--- src/hdl/sn7seg_pkg.sv ---
// Shared constants and the digit segment table for the seven-segment line encoder.
package sn7seg_pkg;

  localparam int unsigned VALUE_W = 32;
  localparam int unsigned MAG_W   = 14;
  localparam int unsigned DIGIT_W = 4;
  localparam int unsigned SEG_W   = 8;
  localparam int unsigned DECS_W  = 2;
  localparam int unsigned NUM_DIGITS = 4;

  localparam logic signed [VALUE_W-1:0] CLAMP_MAX = 32'sd9999;
  localparam logic signed [VALUE_W-1:0] CLAMP_MIN = -32'sd9999;

  localparam logic [SEG_W-1:0] SEG_MINUS = 8'h40;
  localparam logic [SEG_W-1:0] SEG_POINT = 8'h10;
  localparam logic [SEG_W-1:0] SEG_BLANK = 8'h00;

  // Reciprocal constants for quotients of a 14-bit magnitude.
  localparam logic [15:0] RECIP_10   = 16'd52429;
  localparam int unsigned SHIFT_10   = 19;
  localparam logic [15:0] RECIP_100  = 16'd5243;
  localparam int unsigned SHIFT_100  = 19;
  localparam logic [15:0] RECIP_1000 = 16'd8389;
  localparam int unsigned SHIFT_1000 = 23;

  typedef logic [SEG_W-1:0]   seg_t;
  typedef logic [DIGIT_W-1:0] digit_t;
  typedef logic [MAG_W-1:0]   mag_t;

  function automatic seg_t digit_seg(input digit_t d);
    seg_t s;
    case (d)
      4'd0:    s = 8'hAF;
      4'd1:    s = 8'hA0;
      4'd2:    s = 8'hCB;
      4'd3:    s = 8'hE9;
      4'd4:    s = 8'hE4;
      4'd5:    s = 8'h6D;
      4'd6:    s = 8'h6F;
      4'd7:    s = 8'hA8;
      4'd8:    s = 8'hEF;
      4'd9:    s = 8'hED;
      default: s = SEG_BLANK;
    endcase
    return s;
  endfunction

endpackage

--- src/hdl/signed_number_to_seven_segment_line_top.sv ---
// Signed number to segment bytes of one four-digit seven-segment display line.
//
//  channel | handshake            | payload
//  --------+----------------------+----------------------------------------------
//  in      | in_valid / in_stall  | line_select, decimals, value
//  out     | out_valid / out_stall| line_out, seg_digit0..seg_digit3, minus_symbol
//
// One beat in, one beat out, through an input register, then the clamp,
// reciprocal digit split and segment encode, then the result register.
// Throughput is one beat per cycle; the input register refills in the same
// cycle the result register is loaded, so in_stall rises only when the result
// register is full and stalled while the input register also holds a beat.
// Synchronous active-high rst empties both registers; payload is not reset.
module signed_number_to_seven_segment_line_top
  import sn7seg_pkg::*;
(
  input  logic                      clk,
  input  logic                      rst,
  input  logic                      in_valid,
  output logic                      in_stall,
  input  logic                      line_select,
  input  logic [DECS_W-1:0]         decimals,
  input  logic signed [VALUE_W-1:0] value,
  output logic                      out_valid,
  input  logic                      out_stall,
  output logic                      line_out,
  output logic [SEG_W-1:0]          seg_digit0,
  output logic [SEG_W-1:0]          seg_digit1,
  output logic [SEG_W-1:0]          seg_digit2,
  output logic [SEG_W-1:0]          seg_digit3,
  output logic                      minus_symbol
);

  // Input register.
  logic                      s1_valid;
  logic                      s1_line;
  logic [DECS_W-1:0]         s1_decs;
  logic signed [VALUE_W-1:0] s1_value;

  logic in_take;
  logic s1_adv;

  // The result register can load when it is empty or its beat leaves now.
  assign s1_adv   = !out_valid || !out_stall;
  assign in_stall = s1_valid && !s1_adv;
  assign in_take  = in_valid && !in_stall;

  always_ff @(posedge clk) begin
    if (rst) begin
      s1_valid <= 1'b0;
    end else if (in_take) begin
      s1_valid <= 1'b1;
    end else if (s1_adv) begin
      s1_valid <= 1'b0;
    end
  end

  always_ff @(posedge clk) begin
    if (in_take) begin
      s1_line  <= line_select;
      s1_decs  <= decimals;
      s1_value <= value;
    end
  end

  // Clamp to +-9999 and take the magnitude.
  logic signed [VALUE_W-1:0] clamped;
  logic                      neg;
  logic [VALUE_W-1:0]        abs_full;
  mag_t                      mag;

  always_comb begin
    if (s1_value > CLAMP_MAX) begin
      clamped = CLAMP_MAX;
    end else if (s1_value < CLAMP_MIN) begin
      clamped = CLAMP_MIN;
    end else begin
      clamped = s1_value;
    end
    neg      = clamped[VALUE_W-1];
    abs_full = neg ? VALUE_W'(-clamped) : VALUE_W'(clamped);
    mag      = abs_full[MAG_W-1:0];
  end

  // Decimal split: three independent reciprocal quotients, then subtract
  // ten times the next coarser quotient to get each digit below the thousands.
  logic [MAG_W+15:0] prod_10;
  logic [MAG_W+15:0] prod_100;
  logic [MAG_W+15:0] prod_1000;
  logic [9:0]        quot_10;
  logic [6:0]        quot_100;
  logic [3:0]        quot_1000;
  digit_t            dig [NUM_DIGITS];

  always_comb begin
    prod_10   = (MAG_W+16)'(mag) * (MAG_W+16)'(RECIP_10);
    prod_100  = (MAG_W+16)'(mag) * (MAG_W+16)'(RECIP_100);
    prod_1000 = (MAG_W+16)'(mag) * (MAG_W+16)'(RECIP_1000);
    quot_10   = prod_10[SHIFT_10 +: 10];
    quot_100  = prod_100[SHIFT_100 +: 7];
    quot_1000 = prod_1000[SHIFT_1000 +: 4];
    dig[0] = quot_1000;
    dig[1] = DIGIT_W'(quot_100 - 7'(quot_1000) * 7'd10);
    dig[2] = DIGIT_W'(quot_10  - 10'(quot_100) * 10'd10);
    dig[3] = DIGIT_W'(mag      - MAG_W'(quot_10) * MAG_W'(10));
  end

  // Blanking, minus placement and decimal point over the four digits.
  seg_t seg_next [NUM_DIGITS];
  logic minus_next;

  always_comb begin
    logic shown;
    logic neg_left;
    logic forced;
    shown      = 1'b0;
    neg_left   = neg;
    minus_next = 1'b0;
    for (int k = 0; k < NUM_DIGITS; k++) begin
      seg_next[k] = SEG_BLANK;
    end
    if (s1_decs != '0) begin
      seg_next[2'(3 - int'(s1_decs))] = SEG_POINT;
    end
    for (int k = 0; k < NUM_DIGITS; k++) begin
      forced = (k == NUM_DIGITS - 1) || (int'(s1_decs) >= (NUM_DIGITS - 1 - k));
      if ((dig[k] != '0) || shown || forced) begin
        // Drop the minus on the blank digit to the left, or on the symbol.
        if (neg_left) begin
          if (k == 0) begin
            minus_next = 1'b1;
          end else begin
            seg_next[k-1] = seg_next[k-1] | SEG_MINUS;
          end
          neg_left = 1'b0;
        end
        seg_next[k] = seg_next[k] | digit_seg(dig[k]);
        shown = 1'b1;
      end
    end
  end

  // Result register.
  always_ff @(posedge clk) begin
    if (rst) begin
      out_valid <= 1'b0;
    end else if (s1_adv) begin
      out_valid <= s1_valid;
    end
  end

  always_ff @(posedge clk) begin
    if (s1_adv && s1_valid) begin
      line_out     <= s1_line;
      seg_digit0   <= seg_next[0];
      seg_digit1   <= seg_next[1];
      seg_digit2   <= seg_next[2];
      seg_digit3   <= seg_next[3];
      minus_symbol <= minus_next;
    end
  end

  // The rightmost digit is always lit.
  assert property (@(posedge clk) disable iff (rst)
    out_valid |-> (seg_digit3 != SEG_BLANK))
    else $error("rightmost digit blank");

  // The minus symbol only goes with a shown leftmost digit.
  assert property (@(posedge clk) disable iff (rst)
    (out_valid && minus_symbol) |-> (seg_digit0 != SEG_BLANK))
    else $error("minus symbol without leftmost digit");

  // A stalled input beat means the input register holds one next cycle.
  assert property (@(posedge clk) disable iff (rst)
    in_stall |=> s1_valid)
    else $error("input register lost a beat");

  // A result leaves only when it was taken.
  assert property (@(posedge clk) disable iff (rst)
    (out_valid && out_stall) |=> out_valid)
    else $error("result dropped while stalled");

endmodule

--- config.mk ---
export PLATFORM = sky130hd
export DESIGN_NAME = signed_number_to_seven_segment_line_top
export DESIGN_NICKNAME = d
export VERILOG_FILES = /design/src/hdl/sn7seg_pkg.sv /design/src/hdl/signed_number_to_seven_segment_line_top.sv
export SDC_FILE = /design/constraint.sdc
export NUM_CORES = 1
export LEC_CHECK = 0
export ABC_CLOCK_PERIOD_IN_PS = 11500
export BUFFER_PORTS_ARGS = -buffer_cell sky130_fd_sc_hd__buf_2
export CAP_MARGIN = 30
export CORE_UTILIZATION = 58
export CTS_BUF_LIST = sky130_fd_sc_hd__clkbuf_8 sky130_fd_sc_hd__clkbuf_16
export DETAILED_ROUTE_END_ITERATION = 6
export GPL_ROUTABILITY_DRIVEN = 0
export HOLD_SLACK_MARGIN = 0.05
export PLACE_DENSITY = 0.8
export SYNTH_ARGS = -nofsm -noshare
export SYNTH_HDL_FRONTEND = slang
export SYNTH_SLANG_ARGS = --single-unit
--- constraint.sdc ---
create_clock -name clk -period 11.5 [get_ports clk]
set_clock_uncertainty 0.2 [all_clocks]
set_input_delay 1.725 -clock clk [delete_from_list [all_inputs] [get_ports clk]]
set_output_delay 1.725 -clock clk [all_outputs]
set_load 0.01 [all_outputs]
==> out/results.md <==
| Result | Reported | Unit |
| --- | --- | --- |
| Post-synthesis async set-or-reset flop share | 0 | % |
| Worst path arrival time | 10.87 | ns |
| Worst setup path startpoint | s1_value[31] | - |
| Total clock sinks | 71 | - |
| Root buffer selected by CTS | sky130_fd_sc_hd__clkbuf_16 | - |
| Post-synthesis instance total | 1185 | - |
| Number of violations reported at the end of detailed-routing iteration 0 | 412 | - |
| Final antenna diode count | 0 | - |
| Via count of the first global-routing pass | 8698 | - |
| Capture point of the worst reg-to-reg path | seg_digit2[6] | - |
| Setup-violating endpoint count in the final report | 0 | - |
| X dimension of the die | 144.8 | um |
| Combined global-route utilization of all metal layers | 26.72 | % |
| WS Path Type | register to register | - |
| Final worst-path cycle share | 95.43 | % |
| Final hold violations | 0 | - |
| Worst stage delay on the critical path | 0.54 | ns |
| Biggest area consumer among synthesized cells | sky130_fd_sc_hd__ha_1 | - |
| H-tree lvl count | 3 | - |
| Worst slew margin relative to its limit | 37.21 | % |
| Starting density of the core | 60.02 | % |
| Core region area | 0.01972 | mm2 |
| End of the critical path | seg_digit2[6] | - |
| Overflow after GRT | 0 | - |
| Yosys warns | 0 | - |
| Max-cap check violation count | 0 | - |
| Synthesis-to-layout area growth | 9.906 | % |
| Die Area | 0.02098 | mm2 |
| Count of standard-cell rows | 51 | - |
| Vias/cell | 5.530 | - |
| CTS tree | done | - |
| Cell with the biggest individual delay on the critical path | sky130_fd_sc_hd__fa_1 | - |
| Count of fill cells added during filler insertion | 1480 | - |
| Detailed-route wire length per cell | 16.66 | um |
| Fraction of post-synthesis cell area in the top cell type by area | 26.64 | % |
| Prevailing post-synth register cell | sky130_fd_sc_hd__edfxtp_1 | - |
| Post-layout net count | 1711 | - |
| Synthesized area | 0.01184 | mm2 |
| Pin count of the biggest net entering global routing | 36 | - |
| Total negative slack | 0 | ns |
| Number of max-slew violations in the final report | 0 | - |
| Kind of start point of the critical path | register | - |
| Clock latency of the later-clocked register in the worst-skew pair | 0.34 | ns |
| Fmax achieved | 91.12 | MHz |
| Register bit total from synthesis | 71 | - |
| Portion of the post-synthesis area used by sequential elements | 17.85 | % |
| Library cells used by synthesis | 72 | - |
| Largest cells by area after synthesis | sky130_fd_sc_hd__ha_1 (27%), sky130_fd_sc_hd__fa_1 (23%), sky130_fd_sc_hd__edfxtp_1 (18%) | - |
| Antenna violations before repair | 0 | - |
| Multi-input gate area in the final layout | 0.008587 | mm2 |
| CTS hold repair buffers | 0 | - |
| Class of the tightest hold or removal check | register to register | - |
| Router iterations before antenna repair | 5 | - |
| Clock transition at the registers of the reported paths | 0.06 | ns |
| Startpoint of the worst-slack reg-to-reg timing path | s1_value[31] | - |
| Half-perimeter wire length of the detailed placement result | 22020 | um |
| Minimum setup slack among reg-to-reg paths | 0.53 | ns |
| Clock period minus worst slack | 10.97 | ns |
| RSZ-0062 raised after global routing | no | - |
| Register cell area after layout | 0.002112 | mm2 |
| Antenna viol nets, final | 0 | - |
| Run status | complete, no violations | - |
| Clock buffer depth | 2 | - |
| First-pass GRT wire length | 42790 | um |
| Post-synth EDFFs | 69 | - |
| Required time of the critical path | 11.39 | ns |
| TritonCTS buffer count | 9 | - |
| Buffers on Ports | 74 | - |
| Num ports | 75 | - |
| Mean Syn Cell Area | 9.987 | um2 |
| Critical-path maximum fanout | 19 | - |
| Vias | 8582 | - |
| Type of element capturing the critical path | register | - |
| Cell count of the worst reg-to-reg path | 42 | - |
| Post-route DRC | 0 | - |
| Die Span Y | 144.8 | um |
| Share of final-layout standard cells stronger than drive strength 1 | 10.88 | % |
| Total wire length after detailed routing | 25860 | um |
| Worst Tran Pin Value | 0.9399 | ns |
## final cells by class
| cell class | instances | share of cell area (%) |
|---|---|---|
| Clock buffer | 9 | 1.731 |
| Clock inverter | 7 | 0.5290 |
| Inverter | 305 | 8.840 |
| Multi-Input combinational cell | 802 | 66.02 |
| Sequential cell | 71 | 16.24 |
| Tap cell | 265 | 2.549 |
| Timing Repair Buffer | 93 | 4.098 |
## cells in the final DEF, fill, tap and decap left out, drive strengths merged, types with 3 or more instances in the layout
master,synthesis,layout
nand3,13,13
o21a,9,9
buf,4,93
nand2,49,49
a31oi,9,9
xnor3,5,5
a21oi,46,46
ha,252,252
inv,304,310
and3,6,6
fa,138,138
xnor2,24,24
clkbuf,4,9
and2,5,5
a211o,4,4
o31ai,4,4
mux2i,6,6
or2,4,4
a21o,10,10
nor2b,8,8
nor2,53,53
nor4,11,11
o211ai,5,5
nand2b,8,8
edfxtp,69,69
o221ai,3,3
a41oi,3,3
nor3,26,26
a211oi,14,14
o21ai,33,33
xor2,6,6
nand4,9,9
## state kept, by name (all words and copies together), names as in the netlist
signal and flops:
line_out 1, minus_symbol 1, out_valid 1, s1_decs 2, s1_line 1, s1_valid 1
s1_value 32, seg_digit0 8, seg_digit1 8, seg_digit2 8, seg_digit3 8
## critical path: cells and delay by family (launching register included)
family | cells | cell delay (ns)
AO/OA/AOI/OAI | 4 | 0.54
XOR/XNOR | 5 | 1.23
adder cells (fa/ha/maj) | 11 | 4.41
buffers and inverters | 7 | 0.66
flip-flops | 1 | 0.42
multiplexers | 1 | 0.32
AND/OR/NAND/NOR | 14 | 2.96
## cells by family (layout without fill, tap and decap cells)
group / count (synthesis) / count (layout) / synth area share (%)
AND/OR/NAND/NOR: 205 / 205 / 8.827
AO/OA/AOI/OAI: 163 / 163 / 9.314
buffers and inverters: 313 / 414 / 10.05
adder cells (fa/ha/maj): 390 / 390 / 49.98
other: 1 / 2 / 0.03169
flip-flops: 71 / 71 / 17.85
multiplexers: 7 / 7 / 0.6343
XOR/XNOR: 35 / 35 / 3.309
## per-layer routing
layer  routed length (um)  global-route usage (%)
met1                11240                   35.31
met3                 1484                   4.903
met5                    0                       0
met2                12240                   44.08
met4                  886                   9.197
## stage by stage
stage / utilization [%] / setup WS (ns) / instances / instance area (um2) / hold slack (ns)
final: 65.97 / 0.5251 / 1552 / 13010 / 0.2393
after global routing: 65.97 / 0.01707 / 1552 / 13010 / 0.2492
after CTS: 65.68 / 0.2056 / 1548 / 12950 / 0.2428
after detailed placement: 64.19 / 0.2987 / 1532 / 12660 / 0.2278
after global placement: 64.05 / 0.5606 / 1531 / 12630 / 0.2041
after floorplan: - / 0.08847 / 1186 / 11840 / 0.2003
## how the worst min path moves through the flow
stage	depth (start not counted)	end	startpoint
after floorplan	0	line_out	s1_line
after global placement	0	line_out	s1_line
after detailed placement	0	line_out	s1_line
after CTS	0	line_out	s1_line
after global routing	0	line_out	s1_line
final	0	line_out	s1_line
## cell usage after synthesis, types with 3 or more instances
| cell type | instances |
|---|---|
| sky130_fd_sc_hd__xnor3_1 | 4 |
| sky130_fd_sc_hd__o21ai_0 | 33 |
| sky130_fd_sc_hd__xnor2_1 | 22 |
| sky130_fd_sc_hd__fa_1 | 138 |
| sky130_fd_sc_hd__ha_1 | 252 |
| sky130_fd_sc_hd__nand3_1 | 13 |
| sky130_fd_sc_hd__and2_1 | 5 |
| sky130_fd_sc_hd__mux2i_1 | 6 |
| sky130_fd_sc_hd__edfxtp_1 | 69 |
| sky130_fd_sc_hd__nand2b_1 | 8 |
| sky130_fd_sc_hd__o221ai_1 | 3 |
| sky130_fd_sc_hd__nor4_1 | 8 |
| sky130_fd_sc_hd__inv_1 | 304 |
| sky130_fd_sc_hd__and3_1 | 6 |
| sky130_fd_sc_hd__nand4_1 | 9 |
| sky130_fd_sc_hd__nor2b_1 | 8 |
| sky130_fd_sc_hd__o21a_1 | 9 |
| sky130_fd_sc_hd__a211oi_1 | 13 |
| sky130_fd_sc_hd__o211ai_1 | 5 |
| sky130_fd_sc_hd__a21o_1 | 10 |
| sky130_fd_sc_hd__a21oi_1 | 45 |
| sky130_fd_sc_hd__or2_2 | 4 |
| sky130_fd_sc_hd__clkbuf_1 | 4 |
| sky130_fd_sc_hd__nor3_1 | 26 |
| sky130_fd_sc_hd__nor2_1 | 53 |
| sky130_fd_sc_hd__xor2_1 | 6 |
| sky130_fd_sc_hd__nand2_1 | 48 |
| sky130_fd_sc_hd__a211o_1 | 4 |
| sky130_fd_sc_hd__a31oi_1 | 9 |
## timing repair
item / in CTS / in global routing
buffers inserted: 0 / 4
resized for setup: 0 / 7
setup endpoints to repair: 0 / 15
Power is not shown: default switching activity piles up to over one toggle a cycle in this logic, so the estimate is an artifact.
